`src/rtl/gradient_color_lookup_defines.svh`:
```
// Assertion macros shared by the gradient color lookup RTL.
`ifndef GRADIENT_COLOR_LOOKUP_DEFINES_SVH
`define GRADIENT_COLOR_LOOKUP_DEFINES_SVH

// Check a condition at every clock edge outside reset.
`define GCL_ASSERT_ALWAYS(label, clk, rst, expr, msg) \
  label: assert property (@(posedge clk) disable iff (rst) (expr)) else $error(msg);

// Check that a consequent holds in the same cycle as its antecedent.
`define GCL_ASSERT_IMP(label, clk, rst, ante, cons, msg) \
  label: assert property (@(posedge clk) disable iff (rst) (ante) |-> (cons)) else $error(msg);

// Check that a consequent holds in the cycle after its antecedent.
`define GCL_ASSERT_NXT(label, clk, rst, ante, cons, msg) \
  label: assert property (@(posedge clk) disable iff (rst) (ante) |=> (cons)) else $error(msg);

`endif

```
`src/rtl/gcl_pkg.sv`:
```
// Shared types and constants of the gradient color lookup.
`timescale 1ns / 1ps

package gcl_pkg;

  localparam int COLOR_W    = 8;
  localparam int CHANNELS   = 3;
  localparam int COLOR_BITS = COLOR_W * CHANNELS;
  localparam int COUNT_W    = 3;
  localparam int MIN_STOPS  = 2;
  localparam int QUOT_BITS  = COLOR_W;
  localparam int PRE_STAGES = 5;

  localparam int REG_STOP_COUNT     = 0;
  localparam int REG_STOP_WORD_BASE = 1;

  localparam logic [COLOR_BITS-1:0] COLOR_BLACK = '0;
  localparam logic [COLOR_BITS-1:0] COLOR_WHITE = '1;

  typedef logic [COLOR_W-1:0] chan_t;
  typedef logic [COUNT_W-1:0] count_t;

endpackage

```
`src/rtl/gcl_pos_if.sv`:
```
// Position input channel with valid/ready handshake.
`timescale 1ns / 1ps

interface gcl_pos_if #(
  parameter int POS_W = 17
);
  logic             valid;
  logic             ready;
  logic [POS_W-1:0] position;

  modport source (output valid, output position, input ready);
  modport sink   (input valid, input position, output ready);
endinterface

```
`src/rtl/gcl_rgb_if.sv`:
```
// Color result channel with valid/ready handshake.
`timescale 1ns / 1ps

interface gcl_rgb_if;
  logic           valid;
  logic           ready;
  gcl_pkg::chan_t red;
  gcl_pkg::chan_t green;
  gcl_pkg::chan_t blue;

  modport source (output valid, output red, output green, output blue, input ready);
  modport sink   (input valid, input red, input green, input blue, output ready);
endinterface

```
`src/rtl/gcl_cfg_if.sv`:
```
// Configuration write channel with valid/ready handshake.
`timescale 1ns / 1ps

interface gcl_cfg_if #(
  parameter int IDX_W  = 3,
  parameter int DATA_W = 41
);
  logic              valid;
  logic              ready;
  logic [IDX_W-1:0]  index;
  logic [DATA_W-1:0] data;

  modport source (output valid, output index, output data, input ready);
  modport sink   (input valid, input index, input data, output ready);
endinterface

```
`src/rtl/gradient_color_lookup.sv`:
```
// Pipelined piecewise-linear color gradient lookup, top level.
// One position transaction is accepted per clock while results are taken; the stages
// compare against all stops, pick the stop pair, form the interpolation
// terms, multiply, sum, then an eight-stage restoring divider that settles one
// quotient bit per stage for all three channels. Each stage holds its item only while
// the stage after it is full and stalled, so bubbles close up behind a stalled output.
// Positions above 1.0 are treated as 1.0; stop_count below 2 acts as 2 and above
// MAX_STOPS as MAX_STOPS. The configuration channel is always ready and must be
// written only while no transaction is in flight.
`timescale 1ns / 1ps
`include "gradient_color_lookup_defines.svh"

module gradient_color_lookup #(
  parameter int MAX_STOPS = 7,
  parameter int FRAC_BITS = 16
) (
  input  logic      clk,
  input  logic      rst,
  gcl_pos_if.sink   pos,
  gcl_rgb_if.source color,
  gcl_cfg_if.sink   cfg
);

  localparam int POS_W      = FRAC_BITS + 1;
  localparam int COLOR_W    = gcl_pkg::COLOR_W;
  localparam int CHANNELS   = gcl_pkg::CHANNELS;
  localparam int COLOR_BITS = gcl_pkg::COLOR_BITS;
  localparam int COUNT_W    = gcl_pkg::COUNT_W;
  localparam int WORD_W     = POS_W + COLOR_BITS;
  localparam int IDX_W      = $clog2(MAX_STOPS + 1);
  localparam int PROD_W     = COLOR_W + POS_W;
  localparam int NUM_W      = PROD_W + 2;
  localparam int DEN_W      = POS_W + 1;
  localparam int QBITS      = gcl_pkg::QUOT_BITS;
  localparam int NUM_STAGES = gcl_pkg::PRE_STAGES + QBITS;
  localparam int ST_DIV     = gcl_pkg::PRE_STAGES;

  localparam logic [POS_W-1:0]   POS_ONE   = {1'b1, {FRAC_BITS{1'b0}}};
  localparam logic [COUNT_W-1:0] COUNT_MIN = COUNT_W'(gcl_pkg::MIN_STOPS);
  localparam logic [COUNT_W-1:0] COUNT_MAX = COUNT_W'(MAX_STOPS);

  // configuration registers
  gcl_pkg::count_t   stop_count;
  logic [WORD_W-1:0] stop_word [MAX_STOPS];

  assign cfg.ready = 1'b1;

  always_ff @(posedge clk) begin
    if (rst) begin
      stop_count <= COUNT_MIN;
      for (int i = 2; i < MAX_STOPS; i++) begin
        stop_word[i] <= '0;
      end
      stop_word[1] <= {POS_ONE, gcl_pkg::COLOR_WHITE};
      stop_word[0] <= {{POS_W{1'b0}}, gcl_pkg::COLOR_BLACK};
    end else if (cfg.valid) begin
      if (cfg.index == IDX_W'(gcl_pkg::REG_STOP_COUNT)) begin
        stop_count <= cfg.data[COUNT_W-1:0];
      end
      for (int i = 0; i < MAX_STOPS; i++) begin
        if (cfg.index == IDX_W'(gcl_pkg::REG_STOP_WORD_BASE + i)) begin
          stop_word[i] <= cfg.data[WORD_W-1:0];
        end
      end
    end
  end

  // pipeline flow control
  logic [NUM_STAGES-1:0] vld;
  logic [NUM_STAGES:0]   load;
  logic [NUM_STAGES-1:0] vld_in;

  always_comb begin
    load[NUM_STAGES] = color.ready;
    for (int k = NUM_STAGES - 1; k >= 0; k--) begin
      load[k] = !vld[k] || load[k+1];
    end
  end

  assign vld_in    = {vld[NUM_STAGES-2:0], pos.valid};
  assign pos.ready = load[0];

  always_ff @(posedge clk) begin
    if (rst) begin
      vld <= '0;
    end else begin
      for (int k = 0; k < NUM_STAGES; k++) begin
        if (load[k]) begin
          vld[k] <= vld_in[k];
        end
      end
    end
  end

  // stage 1: saturate, clamp count, compare against every stop
  logic [POS_W-1:0]     pos_sat;
  gcl_pkg::count_t      count_clamp;
  logic [MAX_STOPS-1:0] eq_next;
  logic [MAX_STOPS-1:0] lt_next;

  logic [POS_W-1:0]     s1_pos;
  gcl_pkg::count_t      s1_n;
  logic [MAX_STOPS-1:0] s1_eq;
  logic [MAX_STOPS-1:0] s1_lt;

  always_comb begin
    pos_sat = (pos.position > POS_ONE) ? POS_ONE : pos.position;
    if (stop_count < COUNT_MIN) begin
      count_clamp = COUNT_MIN;
    end else if (stop_count > COUNT_MAX) begin
      count_clamp = COUNT_MAX;
    end else begin
      count_clamp = stop_count;
    end
    for (int i = 0; i < MAX_STOPS; i++) begin
      eq_next[i] = (pos_sat == stop_word[i][WORD_W-1 -: POS_W]);
      lt_next[i] = (pos_sat <  stop_word[i][WORD_W-1 -: POS_W]);
    end
  end

  always_ff @(posedge clk) begin
    if (load[0]) begin
      s1_pos <= pos_sat;
      s1_n   <= count_clamp;
      s1_eq  <= eq_next;
      s1_lt  <= lt_next;
    end
  end

  // stage 2: first deciding stop, select the stop pair
  logic [MAX_STOPS-1:0] hit;
  logic [MAX_STOPS-1:0] first;
  logic [MAX_STOPS-1:0] last_oh;
  logic [MAX_STOPS-1:0] lt_up;
  logic [MAX_STOPS-1:0] sel_lo;
  logic [MAX_STOPS-1:0] sel_hi;
  logic                 taken;
  logic [WORD_W-1:0]    lo_next;
  logic [WORD_W-1:0]    hi_next;

  logic [POS_W-1:0]     s2_pos;
  logic [WORD_W-1:0]    s2_lo;
  logic [WORD_W-1:0]    s2_hi;
  logic                 s2_interp;

  always_comb begin
    lt_up = s1_lt >> 1;
    taken = 1'b0;
    first = '0;
    for (int i = 0; i < MAX_STOPS; i++) begin
      last_oh[i] = (COUNT_W'(i + 1) == s1_n);
      hit[i]     = (COUNT_W'(i) < s1_n) &&
                   (s1_eq[i] || ((COUNT_W'(i + 1) < s1_n) && lt_up[i]));
      first[i]   = hit[i] && !taken;
      taken      = taken || hit[i];
    end
    sel_lo  = first | (taken ? '0 : last_oh);
    sel_hi  = (first & s1_eq) | ((first & ~s1_eq) << 1) | (taken ? '0 : last_oh);
    lo_next = '0;
    hi_next = '0;
    for (int i = 0; i < MAX_STOPS; i++) begin
      lo_next = lo_next | (sel_lo[i] ? stop_word[i] : '0);
      hi_next = hi_next | (sel_hi[i] ? stop_word[i] : '0);
    end
  end

  always_ff @(posedge clk) begin
    if (load[1]) begin
      s2_pos    <= s1_pos;
      s2_lo     <= lo_next;
      s2_hi     <= hi_next;
      s2_interp <= |(first & ~s1_eq);
    end
  end

  // stage 3: interpolation weights; a direct color becomes b with weight one
  logic [POS_W-1:0] bpos;
  logic [POS_W-1:0] epos;
  logic             direct;

  gcl_pkg::chan_t   s3_b [CHANNELS];
  gcl_pkg::chan_t   s3_e [CHANNELS];
  logic [POS_W-1:0] s3_wd;
  logic [POS_W-1:0] s3_dl;
  logic [POS_W-1:0] s3_w;

  always_comb begin
    bpos   = s2_lo[WORD_W-1 -: POS_W];
    epos   = s2_hi[WORD_W-1 -: POS_W];
    direct = !s2_interp || (s2_pos < bpos);
  end

  always_ff @(posedge clk) begin
    if (load[2]) begin
      for (int c = 0; c < CHANNELS; c++) begin
        s3_b[c] <= s2_lo[COLOR_BITS-1-c*COLOR_W -: COLOR_W];
        s3_e[c] <= direct ? s2_lo[COLOR_BITS-1-c*COLOR_W -: COLOR_W]
                          : s2_hi[COLOR_BITS-1-c*COLOR_W -: COLOR_W];
      end
      s3_wd <= direct ? POS_W'(1) : epos - s2_pos;
      s3_dl <= direct ? '0 : s2_pos - bpos;
      s3_w  <= direct ? POS_W'(1) : epos - bpos;
    end
  end

  // stage 4: weighted channel products
  logic [PROD_W-1:0] s4_p0 [CHANNELS];
  logic [PROD_W-1:0] s4_p1 [CHANNELS];
  logic [POS_W-1:0]  s4_w;

  always_ff @(posedge clk) begin
    if (load[3]) begin
      for (int c = 0; c < CHANNELS; c++) begin
        s4_p0[c] <= {{POS_W{1'b0}}, s3_b[c]} * {{COLOR_W{1'b0}}, s3_wd};
        s4_p1[c] <= {{POS_W{1'b0}}, s3_e[c]} * {{COLOR_W{1'b0}}, s3_dl};
      end
      s4_w <= s3_w;
    end
  end

  // stage 5: rounding numerator and divisor
  logic [PROD_W:0]  psum [CHANNELS];
  logic [NUM_W-1:0] s5_num [CHANNELS];
  logic [DEN_W-1:0] s5_den;

  always_comb begin
    for (int c = 0; c < CHANNELS; c++) begin
      psum[c] = {1'b0, s4_p0[c]} + {1'b0, s4_p1[c]};
    end
  end

  always_ff @(posedge clk) begin
    if (load[4]) begin
      for (int c = 0; c < CHANNELS; c++) begin
        s5_num[c] <= {psum[c], 1'b0} + {{(NUM_W-POS_W){1'b0}}, s4_w};
      end
      s5_den <= {s4_w, 1'b0};
    end
  end

  // stages 6..13: restoring divider, one quotient bit per stage
  logic [NUM_W-1:0] div_rin [QBITS][CHANNELS];
  gcl_pkg::chan_t   div_qin [QBITS][CHANNELS];
  logic [DEN_W-1:0] div_din [QBITS];
  logic [NUM_W-1:0] div_cmp [QBITS];
  logic             div_ge  [QBITS][CHANNELS];

  logic [NUM_W-1:0] dv_rem [QBITS][CHANNELS];
  gcl_pkg::chan_t   dv_q   [QBITS][CHANNELS];
  logic [DEN_W-1:0] dv_den [QBITS];

  always_comb begin
    for (int c = 0; c < CHANNELS; c++) begin
      div_rin[0][c] = s5_num[c];
      div_qin[0][c] = '0;
    end
    div_din[0] = s5_den;
    for (int j = 1; j < QBITS; j++) begin
      for (int c = 0; c < CHANNELS; c++) begin
        div_rin[j][c] = dv_rem[j-1][c];
        div_qin[j][c] = dv_q[j-1][c];
      end
      div_din[j] = dv_den[j-1];
    end
    for (int j = 0; j < QBITS; j++) begin
      div_cmp[j] = {{(NUM_W-DEN_W){1'b0}}, div_din[j]} << (QBITS - 1 - j);
      for (int c = 0; c < CHANNELS; c++) begin
        div_ge[j][c] = (div_rin[j][c] >= div_cmp[j]);
      end
    end
  end

  always_ff @(posedge clk) begin
    for (int j = 0; j < QBITS; j++) begin
      if (load[ST_DIV+j]) begin
        for (int c = 0; c < CHANNELS; c++) begin
          dv_rem[j][c] <= div_ge[j][c] ? div_rin[j][c] - div_cmp[j] : div_rin[j][c];
          dv_q[j][c]   <= {div_qin[j][c][COLOR_W-2:0], div_ge[j][c]};
        end
        dv_den[j] <= div_din[j];
      end
    end
  end

  assign color.valid = vld[NUM_STAGES-1];
  assign color.red   = dv_q[QBITS-1][0];
  assign color.green = dv_q[QBITS-1][1];
  assign color.blue  = dv_q[QBITS-1][2];

  `GCL_ASSERT_NXT(a_accept_fills_first, clk, rst, pos.valid && pos.ready, vld[0], "accepted transaction did not enter the pipeline")
  `GCL_ASSERT_IMP(a_ready_low_when_full, clk, rst, !pos.ready, vld[0], "input stalled while first stage empty")
  `GCL_ASSERT_IMP(a_width_nonzero, clk, rst, vld[2], s3_w != '0, "interpolation width is zero")
  `GCL_ASSERT_IMP(a_rem_below_den, clk, rst, vld[NUM_STAGES-1], (dv_rem[QBITS-1][0] < NUM_W'(dv_den[QBITS-1])) && (dv_rem[QBITS-1][1] < NUM_W'(dv_den[QBITS-1])) && (dv_rem[QBITS-1][2] < NUM_W'(dv_den[QBITS-1])), "divider remainder not below divisor")

endmodule

```
`src/flat_wrapper.sv`:
```
// flat-port wrapper written by rule: the top's interface ports become plain ports
module gradient_color_lookup_flat 
#(
  parameter int MAX_STOPS = 7,
  parameter int FRAC_BITS = 16
)
  (clk, rst, pos_valid, pos_position, pos_ready, color_valid, color_red, color_green, color_blue, color_ready, cfg_valid, cfg_index, cfg_data, cfg_ready);
  gcl_pos_if pos_i ();
  gcl_rgb_if color_i ();
  gcl_cfg_if cfg_i ();
  input  logic clk;
  input  logic rst;
  input wire logic [$bits(pos_i.valid)-1:0] pos_valid;
  input wire logic [$bits(pos_i.position)-1:0] pos_position;
  output wire logic [$bits(pos_i.ready)-1:0] pos_ready;
  output wire logic [$bits(color_i.valid)-1:0] color_valid;
  output wire logic [$bits(color_i.red)-1:0] color_red;
  output wire logic [$bits(color_i.green)-1:0] color_green;
  output wire logic [$bits(color_i.blue)-1:0] color_blue;
  input wire logic [$bits(color_i.ready)-1:0] color_ready;
  input wire logic [$bits(cfg_i.valid)-1:0] cfg_valid;
  input wire logic [$bits(cfg_i.index)-1:0] cfg_index;
  input wire logic [$bits(cfg_i.data)-1:0] cfg_data;
  output wire logic [$bits(cfg_i.ready)-1:0] cfg_ready;
  assign pos_i.valid = pos_valid;
  assign pos_i.position = pos_position;
  assign pos_ready = pos_i.ready;
  assign color_valid = color_i.valid;
  assign color_red = color_i.red;
  assign color_green = color_i.green;
  assign color_blue = color_i.blue;
  assign color_i.ready = color_ready;
  assign cfg_i.valid = cfg_valid;
  assign cfg_i.index = cfg_index;
  assign cfg_i.data = cfg_data;
  assign cfg_ready = cfg_i.ready;
  gradient_color_lookup #(.MAX_STOPS(MAX_STOPS), .FRAC_BITS(FRAC_BITS)) u_core (.clk(clk), .rst(rst), .pos(pos_i), .color(color_i), .cfg(cfg_i));
endmodule
```
`config.mk`:
```
export PLATFORM = sky130hd
export DESIGN_NAME = gradient_color_lookup_flat
export DESIGN_NICKNAME = d
export VERILOG_FILES = /design/src/rtl/gcl_pkg.sv /design/src/rtl/gcl_pos_if.sv /design/src/rtl/gcl_rgb_if.sv /design/src/rtl/gcl_cfg_if.sv /design/src/rtl/gradient_color_lookup.sv /design/src/flat_wrapper.sv
export VERILOG_INCLUDE_DIRS = /design/src /design/src/rtl
export SDC_FILE = /design/constraint.sdc
export NUM_CORES = 2
export LEC_CHECK = 0
export BUFFER_PORTS_ARGS = -buffer_cell sky130_fd_sc_hd__buf_4
export CAP_MARGIN = 0
export CORE_ASPECT_RATIO = 1.75
export CORE_MARGIN = 8
export CORE_UTILIZATION = 55
export CTS_BUF_LIST = sky130_fd_sc_hd__clkbuf_8 sky130_fd_sc_hd__clkbuf_16
export CTS_CLUSTER_DIAMETER = 80
export DETAILED_ROUTE_END_ITERATION = 10
export PLACE_DENSITY_LB_ADDON = 0.12
export SYNTH_ARGS = -nofsm -noshare
export SYNTH_HDL_FRONTEND = slang
export SYNTH_SLANG_ARGS = --single-unit
```
`constraint.sdc`:
```
create_clock -name clk -period 8.05 [get_ports clk]
set_input_delay 1.2075 -clock clk [delete_from_list [all_inputs] [get_ports clk]]
set_output_delay 1.2075 -clock clk [all_outputs]
set_load 0.005 [all_outputs]
```
Yosys cells after proc, flatten, opt, wreduce, memory -nomap -nowiden

Memories as Yosys holds them, arrays and structs flattened.
Cells that the tools add are included.

Add/subtract/negate cells: 33
Multiply operators: 6
Magnitude comparators: 42
Equal/unequal tests: 21
Multiplexer cells: 103
Bitwise logic cells: 25
Reduce and logical (&&, ||, !) cells: 69

Operator list:

| cell             | number |
|---|---|
| $mux W41         | 21 |
| $mux W27         | 24 |
| $or A41 B41 Y41  | 12 |
| $mul A8 B17 Y25  | 6 |
| $lt A17 B17 Y1   | 8 |
| $eq A17 B17 Y1   | 7 |
| $add A27 B17 Y27 | 3 |
| $ge A27 B18 Y1   | 3 |
| $ge A27 B19 Y1   | 3 |
| $ge A27 B20 Y1   | 3 |
| $ge A27 B21 Y1   | 3 |
| $ge A27 B22 Y1   | 3 |
| $ge A27 B23 Y1   | 3 |
| $ge A27 B24 Y1   | 3 |
| $ge A27 B25 Y1   | 3 |
| $sub A27 B18 Y27 | 3 |
| $sub A27 B19 Y27 | 3 |
| $sub A27 B20 Y27 | 3 |
| $sub A27 B21 Y27 | 3 |
| $sub A27 B22 Y27 | 3 |
| $sub A27 B23 Y27 | 3 |
| $sub A27 B24 Y27 | 3 |
| $sub A27 B25 Y27 | 3 |
| $add A25 B25 Y26 | 3 |
| other kinds (29) | 167 |

Flip-flop bits (word level): 235
Memory bits (writable): 1550
Bits of input ports: 66
Output and inout port bits: 27
Memories kept: 9

Memory list:

| memory           | words | width | read ports | clocked after memory_dff | wr ports | line                         | text |
|---|---|---|---|---|---|---|---|
| u_core.dv_rem    | 8     | 81    | 7          | 0                        | 8        | gradient_color_lookup.sv:248 | `logic [NUM_W-1:0] dv_rem [QBITS][CHANNELS];` |
| u_core.stop_word | 7     | 41    | 7          | 0                        | 7        | gradient_color_lookup.sv:44  | `logic [WORD_W-1:0] stop_word [MAX_STOPS];` |
| u_core.dv_q      | 8     | 24    | 8          | 0                        | 8        | gradient_color_lookup.sv:249 | `gcl_pkg::chan_t dv_q [QBITS][CHANNELS];` |
| u_core.dv_den    | 8     | 18    | 7          | 0                        | 8        | gradient_color_lookup.sv:250 | `logic [DEN_W-1:0] dv_den [QBITS];` |
| u_core.s5_num    | 3     | 27    | 3          | 0                        | 3        | gradient_color_lookup.sv:223 | `logic [NUM_W-1:0] s5_num [CHANNELS];` |
| u_core.s4_p0     | 3     | 25    | 3          | 0                        | 3        | gradient_color_lookup.sv:207 | `logic [PROD_W-1:0] s4_p0 [CHANNELS];` |
| +3 memories      | n/a   | n/a   | n/a        | n/a                      | n/a      | n/a                          |  |

Longest topological paths before layout

Depth after elaboration: 21
Gate-level depth with buffers: 22

Worst setup path before layout

Ideal clock, no wire load.

Path type: input to output
Start: in color_ready
End: out pos_ready
Data arrival time: 7.298 ns
Required time: 6.843 ns
Path slack: -0.456 ns
Stages on the path: 9
Buffers on the path: 1
Path through: nor2b_1 inv_1 nor2_1 and2_1 and3_1 and2_1 clkbuf_1 nand4_1 or2_2

Cells in the longest elaborated chain, start to end: 13

Ends and longest elaborated chain:

| item                              | line                        | text |
|---|---|---|
| start: declaration                | flat_wrapper.sv:20          | `input wire logic [$bits(color_i.ready)-1:0] color_ready;` |
| $logic_or A1 B1 Y1                | gradient_color_lookup.sv:76 | `load[k] = !vld[k] \|\| load[k+1];` |
| via u_core.load[12]               | gradient_color_lookup.sv:70 | `logic [NUM_STAGES:0] load;` |
| $logic_or A1 B1 Y1 (11 in series) | gradient_color_lookup.sv:76 |  |
| via u_core.load[1]                | gradient_color_lookup.sv:70 |  |
| $logic_or A1 B1 Y1                | gradient_color_lookup.sv:76 |  |
| end: declaration                  | flat_wrapper.sv:15          | `output wire logic [$bits(pos_i.ready)-1:0] pos_ready;` |

The timed path passes the listed nets, and every way through them passes these cells.

Worst setup path after layout

Ends and elaborated chain as after synthesis.

==> results.txt <==
RSZ-0062 raised after global routing = false
Root Driver = clkbuf_16
count leader, synth = edfxtp_1
Synth top area share = 40.3%
hold_ws = 376 ps
Max VDD drop = 0.222 mV
Filler cells = 17000
R2R Path Start = u_core.s3_wd[5]$_SDFFCE_PN0P_
# setup viols final = 0
final hold vios = 0
Iter 0 DRT Violations = 5662
Initial Util = 55.1%
FF-to-FF End = u_core.s4_p0[0][73]$_DFFE_PP_
Worst-path clk slew = 60 ps
R2R setup slack = 2160 ps
Pwr Density = 416 mW/mm²
WL/cell = 27.9 µm
register area = 0.0465 mm²
Placer Congestion = 1.09
cell area after layout = 0.122 mm²
Clock Skew = 53.9 ps
Worst Max-Slew Pin Slew = 1330 ps
most frequent CP cell = buf_4
critical path startpoint category = primary input
initial antenna violation count = 37
largest net degree at the start of global routing = 138
Setup Buffers After CTS = 0
clk sinks = 1569
leakage = 52.4 nW
# nets final = 12300
cell chain of the critical path = buf_4 -> nor2b_4 -> clkinvlp_4 -> nor2_2 -> and2_4 -> and3_4 -> and2_1 -> nand4_1 -> or2_2 -> buf_4 -> buf_4
CP required = 6840 ps
synth cell count leaders = edfxtp_1, inv_1, ha_1, and2_1, nand2_1
clock buffer depth = 4
CP Class = in2out
Crit path buffers/inverters = 4
Mean Syn Cell Area = 10.6 µm²
predominant post-synthesis flop cell = edfxtp_1
peak fanout along the critical path = 25
Max Fclk = 166 MHz
IO Pins = 93
die width = 358 µm
unique cell type count in the Yosys netlist = 111
total CTS buffers = 160
Synth Register Bits = 1569
area added between synthesis and finish = 8.30%
share of cells above drive strength 1 = 6.11%
row count = 220
Rel. slew slack = 11.4%
EDFF count, synth = 1512
core footprint = 0.204 mm²
worst hold path class = reg2reg
Cells after Synth = 10600
gr ovfl total = 0
CP top delay family = simple AND/OR/NAND/NOR gates
Async SR Flop Fraction = 0%
Cell Area, Synth = 0.113 mm²
Post-Route WL = 376000 µm
YS warnings = 0
Worst-Skew Late Latency = 840 ps
top cells by area, synth = edfxtp_1, ha_1, fa_1, and2_1, inv_1
DR DRC count = 0
vias = 81000
H-tree levels = 4
die height = 615 µm
crit path DAT = 4820 ps
vias in the first global route = 85400
Worst Reg-to-Reg Cells = 19
DRT Pass-1 Iters = 9
Syn Nets = 12200
dpl hpwl = 297000 µm
PortBufs = 91
Final Cycle Share = 74.9%
Final Critical Period = 6030 ps
post-cts hold buffer count = 0
area of the multi-input gates = 0.0609 mm²
sequential fraction of the synthesis area = 41.3%
# Max-Cap Violations = 0
die area = 0.220 mm²
hold_sp = u_core.s3_w[12]$_SDFFCE_PN0P_
WHS Path Cells = 0
CTS tree = built
CP Launch Point = color_ready
gr usage total = 33.9%
Worst Hold End = u_core.s4_w[12]$_DFFE_PP_
Resized cells post-CTS = 0
Slowest-stage cell, CP = clkinvlp_4
crit end category = primary output
Detail Route Antenna Nets = 0
placed instance area = 0.117 mm²
Yosys top cell by area = edfxtp_1
vias per inst = 6.01
wire length of the first global-routing pass = 542000 µm
outcome = complete, no violations
fin. max-slew vios = 0
Critical Path Max Stage Delay = 800 ps
## registers in the layout, summed over array words and instances, names as in the netlist, 41 cells and up
name and flops:
u_core.s4_p0 75, u_core.dv_den 112, u_core.s2_hi 41, u_core.s2_lo 41, u_core.stop_word 287, u_core.dv_q 108
u_core.s5_num 78, u_core.s4_p1 75, u_core.dv_rem 553
## cells by family after synthesis
logic type / synth area share (%)
simple gates: 15.5
compound gates: 11.8
flops: 41.3
fa+ha+maj: 20.7
buf+inv: 4.89
xor+xnor: 4.79
mux: 1.01
other cells: 0.00333
## cell usage in the layout, fill, tap and decap left out, types with 57 or more instances in the layout
cell type / instances
nand4_1: 95
mux2_2: 78
nand2b_1: 146
nor3_1: 176
nor2_1: 479
a21oi_1: 577
and2_1: 944
xnor2_1: 381
o21ai_0: 429
o21a_1: 99
ha_1: 949
buf_4: 187
a222oi_1: 82
nand2_1: 828
nand3_1: 192
a22oi_1: 85
nor4_1: 74
xor2_1: 229
clkbuf_16: 162
dfxtp_1: 57
fa_1: 570
edfxtp_1: 1512
nor2b_1: 138
o31ai_1: 75
inv_1: 1150
a21o_1: 230
## worst max-delay path by stage
stage,to,slack [ps],cells past startpoint
detailed placement,pos_ready,2050,11
global route,u_core.s4_p0[0][73]$_DFFE_PP_,1800,19
finish,pos_ready,2020,11
global placement,pos_ready,2120,11
CTS,pos_ready,2040,11
floorplan,pos_ready,-200,9
## layer usage
layer / routed length (µm) / GRT usage, %
met1: 98200 / 25.3
met2: 200000 / 63.0
met3: 16000 / 5.54
met4: 61400 / 43.8
met5: 94 / 0
## where the power goes
| part | switching [mW] | internal (mW) |
|---|---|---|
| logic | 16.2 | 11.0 |
| registers | 2.47 | 13.3 |
| clock network | 3.31 | 4.50 |
## stage by stage
step	utilization (%)	setup TNS, ps	setup slack [ps]	cells	power [mW]
after floorplan	-	-201	-201	10600	34.0
after CTS	59.7	0	2040	13500	50.5
after global routing	59.7	0	1800	13500	54.0
final	59.7	0	2020	13500	50.7
after global placement	57.1	0	2120	13200	42.0
after detailed placement	57.1	0	2050	13200	42.6
## layout make-up
class | count | area share, %
flip-flops and latches | 1569 | 38.2
diodes | 41 | 0.0841
clock inverters | 117 | 1.01
repair buffers | 190 | 1.20
well taps | 2664 | 2.73
inverters | 1129 | 3.49
multi-input cells | 7616 | 50.0
clock buffers | 165 | 3.36
## worst register-to-register path, stage by stage, from the launching register on
cell and delay (ps):
edfxtp_1 690, buf_4 300, and2_1 170, fa_1 450, fa_1 500, fa_1 490
inv_1 50, fa_1 480, inv_1 40, ha_1 350, o21a_1 210, o21ai_0 130
a21oi_1 100, o41ai_2 430, o211ai_1 180, a31oi_1 300, nor2b_1 90, o21a_1 190
o41a_1 320, xor2_1 160
Note: power is estimated with default switching activity, not from simulation.
